$ cat config.mk
export PLATFORM = sky130hd
export DESIGN_NAME = alarm_status_led_controller
export DESIGN_NICKNAME = d
export VERILOG_FILES = /design/src/hw/rtl/aslc_pkg.sv /design/src/hw/rtl/alarm_status_led_controller.sv /design/src/hw/rtl/aslc_classify.sv /design/src/hw/rtl/aslc_link_seq.sv
export SDC_FILE = /design/constraint.sdc
export NUM_CORES = 1
export LEC_CHECK = 0
export BUFFER_PORTS_ARGS = -buffer_cell sky130_fd_sc_hd__clkbuf_2
export CAP_MARGIN = 20
export CORE_UTILIZATION = 45
export DETAILED_ROUTE_END_ITERATION = 10
export PLACE_DENSITY_LB_ADDON = 0.1
export SETUP_SLACK_MARGIN = 0.05
export SLEW_MARGIN = 10
export SYNTH_ARGS = -nofsm -noshare
export SYNTH_HDL_FRONTEND = slang
export SYNTH_SLANG_ARGS = --single-unit
$ cat constraint.sdc
create_clock -name i_clk -period 21.5 [get_ports i_clk]
set_input_delay 5.375 -clock i_clk [delete_from_list [all_inputs] [get_ports i_clk]]
set_output_delay 5.375 -clock i_clk [all_outputs]
set_load 0.02 [all_outputs]
$ cat src/hw/rtl/aslc_pkg.sv
// ----------------------------------------------------------------------------
// Alarm status LED controller package
// Shared widths, register indexes, alarm codes and color constants.
// ----------------------------------------------------------------------------
`default_nettype none

package aslc_pkg;

    localparam int GAS_W  = 12;
    localparam int TEMP_W = 14;
    localparam int PER_W  = 16;
    localparam int TOG_W  = 4;
    localparam int CFG_W  = 16;
    localparam int CIDX_W = 3;

    typedef logic [GAS_W-1:0]         t_gas;
    typedef logic signed [TEMP_W-1:0] t_temp;
    typedef logic [PER_W-1:0]         t_period;
    typedef logic [TOG_W-1:0]         t_toggles;
    typedef logic [2:0]               t_kind;
    typedef logic [1:0]               t_sev;
    typedef logic [7:0]               t_chan;

    // Register indexes of the configuration port.
    localparam logic [CIDX_W-1:0] REG_GAS_ALERT    = 3'd0;
    localparam logic [CIDX_W-1:0] REG_GAS_WARNING  = 3'd1;
    localparam logic [CIDX_W-1:0] REG_TEMP_HIGH    = 3'd2;
    localparam logic [CIDX_W-1:0] REG_TEMP_LOW     = 3'd3;
    localparam logic [CIDX_W-1:0] REG_BLINK_PERIOD = 3'd4;
    localparam logic [CIDX_W-1:0] REG_FLASH_PERIOD = 3'd5;
    localparam logic [CIDX_W-1:0] REG_BLINK_COUNT  = 3'd6;

    // Register reset values.
    localparam t_gas     GAS_ALERT_RST    = 12'd1000;
    localparam t_gas     GAS_WARNING_RST  = 12'd500;
    localparam t_temp    TEMP_HIGH_RST    = 14'sd960;
    localparam t_temp    TEMP_LOW_RST     = -14'sd320;
    localparam t_period  BLINK_PERIOD_RST = 16'd300;
    localparam t_period  FLASH_PERIOD_RST = 16'd500;
    localparam t_toggles BLINK_COUNT_RST  = 4'd6;

    // Alarm kinds and severities.
    localparam t_kind KIND_NONE    = 3'd0;
    localparam t_kind KIND_GAS     = 3'd1;
    localparam t_kind KIND_WARNING = 3'd2;
    localparam t_kind KIND_HOT     = 3'd3;
    localparam t_kind KIND_COLD    = 3'd4;

    localparam t_sev SEV_LOW    = 2'd0;
    localparam t_sev SEV_MEDIUM = 2'd1;
    localparam t_sev SEV_HIGH   = 2'd2;

    // Color levels.
    localparam t_chan CH_OFF   = 8'd0;
    localparam t_chan CH_FULL  = 8'd255;
    localparam t_chan CH_AMBER = 8'd165;
    localparam t_chan CH_DIM   = 8'd150;

    // Gradient: floor(gas*255/3000) = floor(((gas*17) >> 3) / 25), and the
    // division by 25 is a multiplication by ceil(2^19/25) and a shift by 19.
    localparam int          GRAD_Z_W    = 14;
    localparam int          GRAD_SHIFT  = 19;
    localparam logic [14:0] GRAD_RECIP  = 15'd20972;
    localparam int          GRAD_PROD_W = 29;

    typedef struct packed {
        t_chan red;
        t_chan green;
        t_chan blue;
    } t_colour;

    // LED control from the link sequencer to the color select.
    typedef struct packed {
        logic refresh;
        logic show_alarm;
        logic blue_full;
        logic blue_dim;
    } t_led_ctl;

endpackage

`default_nettype wire

$ cat src/hw/rtl/alarm_status_led_controller.sv
// ----------------------------------------------------------------------------
// Alarm status LED controller
// Classifies each sensor sample into an alarm and produces the LED color,
// including the link-loss blink and the offline flash.
//
// Usage: samples enter on the input channel (i_valid, o_stall) and one
// result item leaves on the output channel (o_valid, i_stall) for every
// sample, in order. An item passes through an input register and a result
// register, from which its result is offered. One item is accepted every
// cycle while the output side takes results; the classifier and the link
// sequencer both work on the item that is held in the input register.
// When the receiver stalls, the held result stays in place, the item in the
// input register waits, and o_stall rises once both are full. Reset clears
// both registers, the link sequencer state (link taken as down, no blink
// pending, phases dark, timestamps zero) and sets the configuration
// registers to their default values. Configuration is written through
// i_cfg_we, i_cfg_idx and i_cfg_wdata while no item is in flight.
// ----------------------------------------------------------------------------
`default_nettype none

module alarm_status_led_controller
    import aslc_pkg::*;
#(
    parameter int TIME_BITS = 32
) (
    input  wire logic               i_clk,
    input  wire logic               i_rst_n,
    input  wire logic               i_valid,
    output logic                    o_stall,
    input  wire t_gas               i_gas_level,
    input  wire t_temp              i_object_temp,
    input  wire logic               i_temp_valid,
    input  wire logic               i_link_up,
    input  wire logic [31:0]        i_now_ms,
    output logic                    o_valid,
    input  wire logic               i_stall,
    output t_kind                   o_alarm_kind,
    output t_sev                    o_alarm_severity,
    output logic                    o_led_refresh,
    output t_chan                   o_led_red,
    output t_chan                   o_led_green,
    output t_chan                   o_led_blue,
    input  wire logic               i_cfg_we,
    input  wire logic [CIDX_W-1:0]  i_cfg_idx,
    input  wire logic [CFG_W-1:0]   i_cfg_wdata
);

    t_gas     r_gas_alert;
    t_gas     r_gas_warning;
    t_temp    r_temp_high;
    t_temp    r_temp_low;
    t_period  r_blink_period;
    t_period  r_flash_period;
    t_toggles r_blink_count;

    logic                 r_in_valid;
    t_gas                 r_in_gas;
    t_temp                r_in_temp;
    logic                 r_in_tvalid;
    logic                 r_in_link;
    logic [TIME_BITS-1:0] r_in_now;

    logic    r_out_valid;
    t_kind   r_out_kind;
    t_sev    r_out_sev;
    logic    r_out_refresh;
    t_colour r_out_colour;

    logic     out_free;
    logic     step;
    logic     in_take;
    t_kind    cls_kind;
    t_sev     cls_sev;
    t_colour  cls_colour;
    t_led_ctl led_ctl;
    t_colour  n_colour;

    assign out_free = !r_out_valid || !i_stall;
    assign step     = r_in_valid && out_free;
    assign o_stall  = r_in_valid && !out_free;
    assign in_take  = i_valid && !o_stall;

    always_ff @(posedge i_clk) begin
        if (!i_rst_n) begin
            r_gas_alert    <= GAS_ALERT_RST;
            r_gas_warning  <= GAS_WARNING_RST;
            r_temp_high    <= TEMP_HIGH_RST;
            r_temp_low     <= TEMP_LOW_RST;
            r_blink_period <= BLINK_PERIOD_RST;
            r_flash_period <= FLASH_PERIOD_RST;
            r_blink_count  <= BLINK_COUNT_RST;
        end else if (i_cfg_we) begin
            case (i_cfg_idx)
                REG_GAS_ALERT:    r_gas_alert    <= i_cfg_wdata[GAS_W-1:0];
                REG_GAS_WARNING:  r_gas_warning  <= i_cfg_wdata[GAS_W-1:0];
                REG_TEMP_HIGH:    r_temp_high    <= t_temp'(i_cfg_wdata[TEMP_W-1:0]);
                REG_TEMP_LOW:     r_temp_low     <= t_temp'(i_cfg_wdata[TEMP_W-1:0]);
                REG_BLINK_PERIOD: r_blink_period <= i_cfg_wdata;
                REG_FLASH_PERIOD: r_flash_period <= i_cfg_wdata;
                REG_BLINK_COUNT:  r_blink_count  <= i_cfg_wdata[TOG_W-1:0];
                default: begin
                end
            endcase
        end
    end

    always_ff @(posedge i_clk) begin
        if (!i_rst_n) begin
            r_in_valid <= 1'b0;
        end else if (in_take) begin
            r_in_valid <= 1'b1;
        end else if (step) begin
            r_in_valid <= 1'b0;
        end
    end

    always_ff @(posedge i_clk) begin
        if (in_take) begin
            r_in_gas    <= i_gas_level;
            r_in_temp   <= i_object_temp;
            r_in_tvalid <= i_temp_valid;
            r_in_link   <= i_link_up;
            r_in_now    <= TIME_BITS'(i_now_ms);
        end
    end

    aslc_classify u_classify (
        .i_gas_level   (r_in_gas),
        .i_object_temp (r_in_temp),
        .i_temp_valid  (r_in_tvalid),
        .i_gas_alert   (r_gas_alert),
        .i_gas_warning (r_gas_warning),
        .i_temp_high   (r_temp_high),
        .i_temp_low    (r_temp_low),
        .o_kind        (cls_kind),
        .o_sev         (cls_sev),
        .o_colour      (cls_colour)
    );

    aslc_link_seq #(
        .TIME_BITS (TIME_BITS)
    ) u_link_seq (
        .i_clk          (i_clk),
        .i_rst_n        (i_rst_n),
        .i_step         (step),
        .i_link_up      (r_in_link),
        .i_now          (r_in_now),
        .i_blink_period (r_blink_period),
        .i_flash_period (r_flash_period),
        .i_blink_count  (r_blink_count),
        .o_ctl          (led_ctl)
    );

    always_comb begin
        n_colour = '{red: CH_OFF, green: CH_OFF, blue: CH_OFF};
        if (led_ctl.refresh) begin
            if (led_ctl.show_alarm) begin
                n_colour = cls_colour;
            end else if (led_ctl.blue_full) begin
                n_colour.blue = CH_FULL;
            end else if (led_ctl.blue_dim) begin
                n_colour.blue = CH_DIM;
            end
        end
    end

    always_ff @(posedge i_clk) begin
        if (!i_rst_n) begin
            r_out_valid <= 1'b0;
        end else if (out_free) begin
            r_out_valid <= r_in_valid;
        end
    end

    always_ff @(posedge i_clk) begin
        if (step) begin
            r_out_kind    <= cls_kind;
            r_out_sev     <= cls_sev;
            r_out_refresh <= led_ctl.refresh;
            r_out_colour  <= n_colour;
        end
    end

    assign o_valid          = r_out_valid;
    assign o_alarm_kind     = r_out_kind;
    assign o_alarm_severity = r_out_sev;
    assign o_led_refresh    = r_out_refresh;
    assign o_led_red        = r_out_colour.red;
    assign o_led_green      = r_out_colour.green;
    assign o_led_blue       = r_out_colour.blue;

endmodule

`default_nettype wire

$ cat src/hw/rtl/aslc_classify.sv
// ----------------------------------------------------------------------------
// Alarm classifier
// Ranks gas and temperature rules by priority and picks the alarm color,
// or the red-to-green gas gradient when there is no gas or heat alarm.
// ----------------------------------------------------------------------------
`default_nettype none

module aslc_classify
    import aslc_pkg::*;
(
    input  wire t_gas    i_gas_level,
    input  wire t_temp   i_object_temp,
    input  wire logic    i_temp_valid,
    input  wire t_gas    i_gas_alert,
    input  wire t_gas    i_gas_warning,
    input  wire t_temp   i_temp_high,
    input  wire t_temp   i_temp_low,
    output t_kind        o_kind,
    output t_sev         o_sev,
    output t_colour      o_colour
);

    logic [GAS_W+4:0]       gas_x17;
    logic [GRAD_Z_W-1:0]    grad_z;
    logic [GRAD_PROD_W-1:0] grad_prod;
    logic [8:0]             grad_q;

    always_comb begin
        if (i_gas_level >= i_gas_alert) begin
            o_kind = KIND_GAS;
            o_sev  = SEV_HIGH;
        end else if (i_gas_level >= i_gas_warning) begin
            o_kind = KIND_WARNING;
            o_sev  = SEV_MEDIUM;
        end else if (i_temp_valid && (i_object_temp >= i_temp_high)) begin
            o_kind = KIND_HOT;
            o_sev  = SEV_HIGH;
        end else if (i_temp_valid && (i_object_temp <= i_temp_low)) begin
            o_kind = KIND_COLD;
            o_sev  = SEV_MEDIUM;
        end else begin
            o_kind = KIND_NONE;
            o_sev  = SEV_LOW;
        end
    end

    assign gas_x17   = {1'b0, i_gas_level, 4'b0000} + {5'b00000, i_gas_level};
    assign grad_z    = gas_x17[GAS_W+4:3];
    assign grad_prod = GRAD_PROD_W'(grad_z) * GRAD_PROD_W'(GRAD_RECIP);
    assign grad_q    = grad_prod[GRAD_SHIFT+8:GRAD_SHIFT];

    always_comb begin
        case (o_kind)
            KIND_GAS:     o_colour = '{red: CH_FULL, green: CH_OFF, blue: CH_OFF};
            KIND_WARNING: o_colour = '{red: CH_FULL, green: CH_AMBER, blue: CH_OFF};
            KIND_HOT:     o_colour = '{red: CH_OFF, green: CH_OFF, blue: CH_FULL};
            default: begin
                if (grad_q > 9'd255) begin
                    o_colour = '{red: CH_FULL, green: CH_OFF, blue: CH_OFF};
                end else begin
                    o_colour = '{red: grad_q[7:0], green: CH_FULL - grad_q[7:0],
                                 blue: CH_OFF};
                end
            end
        endcase
    end

endmodule

`default_nettype wire

$ cat src/hw/rtl/aslc_link_seq.sv
// ----------------------------------------------------------------------------
// Link status sequencer
// Tracks the link, runs the loss blink after a drop and the offline flash
// while the link stays down, and decides what the LED shows for each item.
// ----------------------------------------------------------------------------
`default_nettype none

module aslc_link_seq
    import aslc_pkg::*;
#(
    parameter int TIME_BITS = 32
) (
    input  wire logic                 i_clk,
    input  wire logic                 i_rst_n,
    input  wire logic                 i_step,
    input  wire logic                 i_link_up,
    input  wire logic [TIME_BITS-1:0] i_now,
    input  wire t_period              i_blink_period,
    input  wire t_period              i_flash_period,
    input  wire t_toggles             i_blink_count,
    output t_led_ctl                  o_ctl
);

    logic                 r_prev_link;
    t_toggles             r_blinks_left;
    logic                 r_blink_phase;
    logic [TIME_BITS-1:0] r_last_blink;
    logic                 r_flash_phase;
    logic [TIME_BITS-1:0] r_last_flash;

    logic                 n_prev_link;
    t_toggles             n_blinks_left;
    logic                 n_blink_phase;
    logic [TIME_BITS-1:0] n_last_blink;
    logic                 n_flash_phase;
    logic [TIME_BITS-1:0] n_last_flash;

    t_toggles             blinks_eff;
    logic [TIME_BITS-1:0] blink_age;
    logic [TIME_BITS-1:0] flash_age;

    assign blinks_eff = ((i_link_up != r_prev_link) && !i_link_up) ? i_blink_count
                                                                    : r_blinks_left;
    assign blink_age  = i_now - r_last_blink;
    assign flash_age  = i_now - r_last_flash;

    always_comb begin
        n_prev_link   = i_link_up;
        n_blinks_left = blinks_eff;
        n_blink_phase = r_blink_phase;
        n_last_blink  = r_last_blink;
        n_flash_phase = r_flash_phase;
        n_last_flash  = r_last_flash;
        o_ctl         = '0;
        if (i_link_up && (blinks_eff == '0)) begin
            o_ctl.refresh    = 1'b1;
            o_ctl.show_alarm = 1'b1;
        end else if (blinks_eff != '0) begin
            if (blink_age >= TIME_BITS'(i_blink_period)) begin
                n_last_blink    = i_now;
                n_blink_phase   = !r_blink_phase;
                n_blinks_left   = blinks_eff - t_toggles'(1);
                o_ctl.refresh   = 1'b1;
                o_ctl.blue_full = !r_blink_phase;
            end
        end else if (!i_link_up) begin
            if (flash_age >= TIME_BITS'(i_flash_period)) begin
                n_last_flash   = i_now;
                n_flash_phase  = !r_flash_phase;
                o_ctl.refresh  = 1'b1;
                o_ctl.blue_dim = !r_flash_phase;
            end
        end
    end

    always_ff @(posedge i_clk) begin
        if (!i_rst_n) begin
            r_prev_link   <= 1'b0;
            r_blinks_left <= '0;
            r_blink_phase <= 1'b0;
            r_last_blink  <= '0;
            r_flash_phase <= 1'b0;
            r_last_flash  <= '0;
        end else if (i_step) begin
            r_prev_link   <= n_prev_link;
            r_blinks_left <= n_blinks_left;
            r_blink_phase <= n_blink_phase;
            r_last_blink  <= n_last_blink;
            r_flash_phase <= n_flash_phase;
            r_last_flash  <= n_last_flash;
        end
    end

endmodule

`default_nettype wire

==> reports/qor.txt <==
status = completed
Hold Buf Count CTS = 0
kind of end point of the critical path = output port
worst-skew pair later-pin latency = 0.58 ns
Avg Inst Size Synth = 8.857 um2
WP data required = 16.12 ns
Worst EP arrival = 5.91 ns
fraction of layout cells with a size suffix above 1 = 9.447%
first-pass GRT wire length = 80.65 mm
DRC Markers = 0
most frequent cells in the layout = nand2_1, inv_1, ha_1, dfxtp_1, clkbuf_2
slowest CP cell = and3_1
remaining global-route overflow = 0
PostCTS Resize Cnt = 0
Final min period = 11.28 ns
postcts setup bufs = 0
endpoints failing setup = 0
Port Buf Inserts = 115
Root Driver = clkbuf_16
DR iter-0 viols = 934
Clock Path Buffers = 3
Post-synth top flop = dfxtp_1
PD cells = 112.0 nW/um2
Clock Pin Slew Worst Setup and Hold Paths = 0.06 ns
boundary pin count = 116
Num CTS Buffers = 29
vias per inst = 5.504
number of global-route vias before repair = 15090
hpwl dp = 40.15 mm
Die ar. = 43980 um2
synthesized area = 19410 um2
critical path, cell by cell = clkbuf_2, and3_1, clkbuf_2
number of antenna diodes = 0
Max VDD drop = 0.0001415 V
asr flop ratio synth = 0%
core area = 42230 um2
RSZ-0062 raised after global routing = false
max incr delay on CP = 0.24 ns
Clock Skew = 0.01565 ns
initial antenna violation count = 0
Synth cell types = 96
#FFs+latches synth = 245
Chip Width = 209.7 um
Syn Nets = 2585
Pins Over Slew Limit = 0
CTS sink count = 245
relative slew slack = 22.93%
Worst-Margin Slew = 1.145 ns
Initial Util = 45.98%
largest net degree at the start of global routing = 91
Most common cell on crit path = clkbuf_2
GR Util All Layers = 23.16%
Hold Fails Final Rpt = 0
CP Launch Type = primary input
critical path's top delay family = buffers and inverters
Area growth syn-to-layout = 9.763%
Die Y = 209.7 um
leakage = 9.233 nW
Final nets = 2667
num rows = 75
synth warn = 0
Pre-antenna DRT Iters = 5
WL final = 50.80 mm
worst min-delay path category = register to register
critical path class = primary input to output port
sequential element share of the synthesized area = 29.59%
post-route antenna net violation count = 0
EDFF count, synth = 84
Placer Congestion = 0.9088
Buf/Inv on CP = 2
commonest non-fill, non-tap cell in the layout = nand2_1
CTS tree = yes
CTS HTree Levels = 1
Power Total = 2.388 mW
critical path peak fanout = 3
fmax = 88.63 MHz
Avg WL per Cell = 17.91 um
Syn Inst Count = 2192
Tcrit/Tclk final = 52.48%
total vias in the final route = 15610
Post-Route Setup TNS = 0 ns
Max Cap Viol = 0
-- power breakdown --
| part | switching, mW | total (mW) | internal, mW |
|---|---|---|---|
| Clock | 0.202 | 0.492 | 0.291 |
| Sequential | 0.0159 | 0.529 | 0.513 |
| Combinational | 0.815 | 1.37 | 0.551 |
| Total | 1.03 | 2.39 | 1.35 |
-- area by class of cell --
class,instances,area (um2)
timing repair buffer,127,668.1
clock inverter,16,146.4
clock buffer,38,812.0
fill,4034,20920
sequential,245,5746
inverter,305,1145
tap,539,674.4
multi-input combinational,1566,12120
-- worst min-delay path, cell delays in order (launching register included) --
cell,delay [ns]
dfxtp_1,0.31
nand2_1,0.05
mux2i_1,0.05
-- sequential cells by signal (all words and copies together) (netlist names), 2 cells and up --
name                      count
r_in_now                     32
u_link_seq.r_last_blink      32
u_link_seq.r_last_flash      32
r_blink_period               16
r_flash_period               16
r_in_temp                    14
r_temp_high                  14
r_temp_low                   14
r_gas_alert                  12
r_gas_warning                12
r_in_gas                     12
o_led_green                   8
o_led_red                     8
r_blink_count                 4
u_link_seq.r_blinks_left      4
o_alarm_kind                  3
o_alarm_severity              2
o_led_blue                    2
-- synthesized netlist by cell type, drive strengths merged (8+ instances only) --
cell type	number	area [um2]
mux2i	76	760.7
nor2	62	232.7
nor3b	8	60.06
clkbuf	46	172.7
and3	8	50.05
o31ai	10	75.07
edfxtp	84	2522
o2111ai	8	70.07
dfxtp	161	3223
buf	30	245.2
nand3	26	130.1
a21o	33	247.7
o211ai	45	347.8
nor3	27	135.1
fa	59	1181
or3	13	86.33
a21boi	57	427.9
xor2	27	236.5
nand2b	18	112.6
nand4	38	244.0
o21a	38	285.3
o21ai	72	371.6
inv	305	1145
o21bai	22	165.2
and2	12	75.07
a31oi	28	187.7
a211oi	15	117.6
nor4	19	146.4
ha	250	3128
a21oi	98	501.7
or2	8	50.05
xnor2	41	366.6
nor2b	20	125.1
nand2	337	1275
-- kinds of logic after synthesis --
logic type	after synthesis	synth area share, %
adder cells (fa/ha/maj)	309	22.19
AO/OA/AOI/OAI	488	17.65
AND/OR/NAND/NOR	620	15.18
multiplexers	81	4.228
buffers and inverters	381	8.049
flip-flops	245	29.59
XOR/XNOR	68	3.106
-- final timing paths --
check | endpoint | from | slack, ns | cells after the start
setup / recovery | o_stall | i_stall | 10.22 | 3
hold / removal | u_link_seq.r_last_flash[10] | u_link_seq.r_last_flash[10] | 0.46 | 2
hold reg to reg | u_link_seq.r_last_flash[10] | u_link_seq.r_last_flash[10] | 0.46 | 2
setup reg to reg | o_led_red[4] | r_in_gas[5] | 13.24 | 31
-- per-layer routing --
metal	up-vias	track usage, %	wire length [um]
li1	7809	-	-
met1	7434	33.04	24880
met2	309	37.99	22910
met3	58	2.424	2098
met4	0	4.455	907
met5	-	0	0
-- through the flow --
stage | setup WS (ns) | instance area [um2] | instances | util, % | hold WS [ns]
floorplan | 10.46 | 19410 | 2192 | - | 0.4347
detailed placement | 10.22 | 20340 | 2781 | 48.18 | 0.4501
global route | 10.17 | 21310 | 2836 | 50.47 | 0.4741
global placement | 10.22 | 20340 | 2781 | 48.18 | 0.4445
CTS | 10.22 | 21300 | 2835 | 50.45 | 0.4618
finish | 10.22 | 21310 | 2836 | 50.47 | 0.4577
No activity file was read; power rests on OpenSTA's default activity.
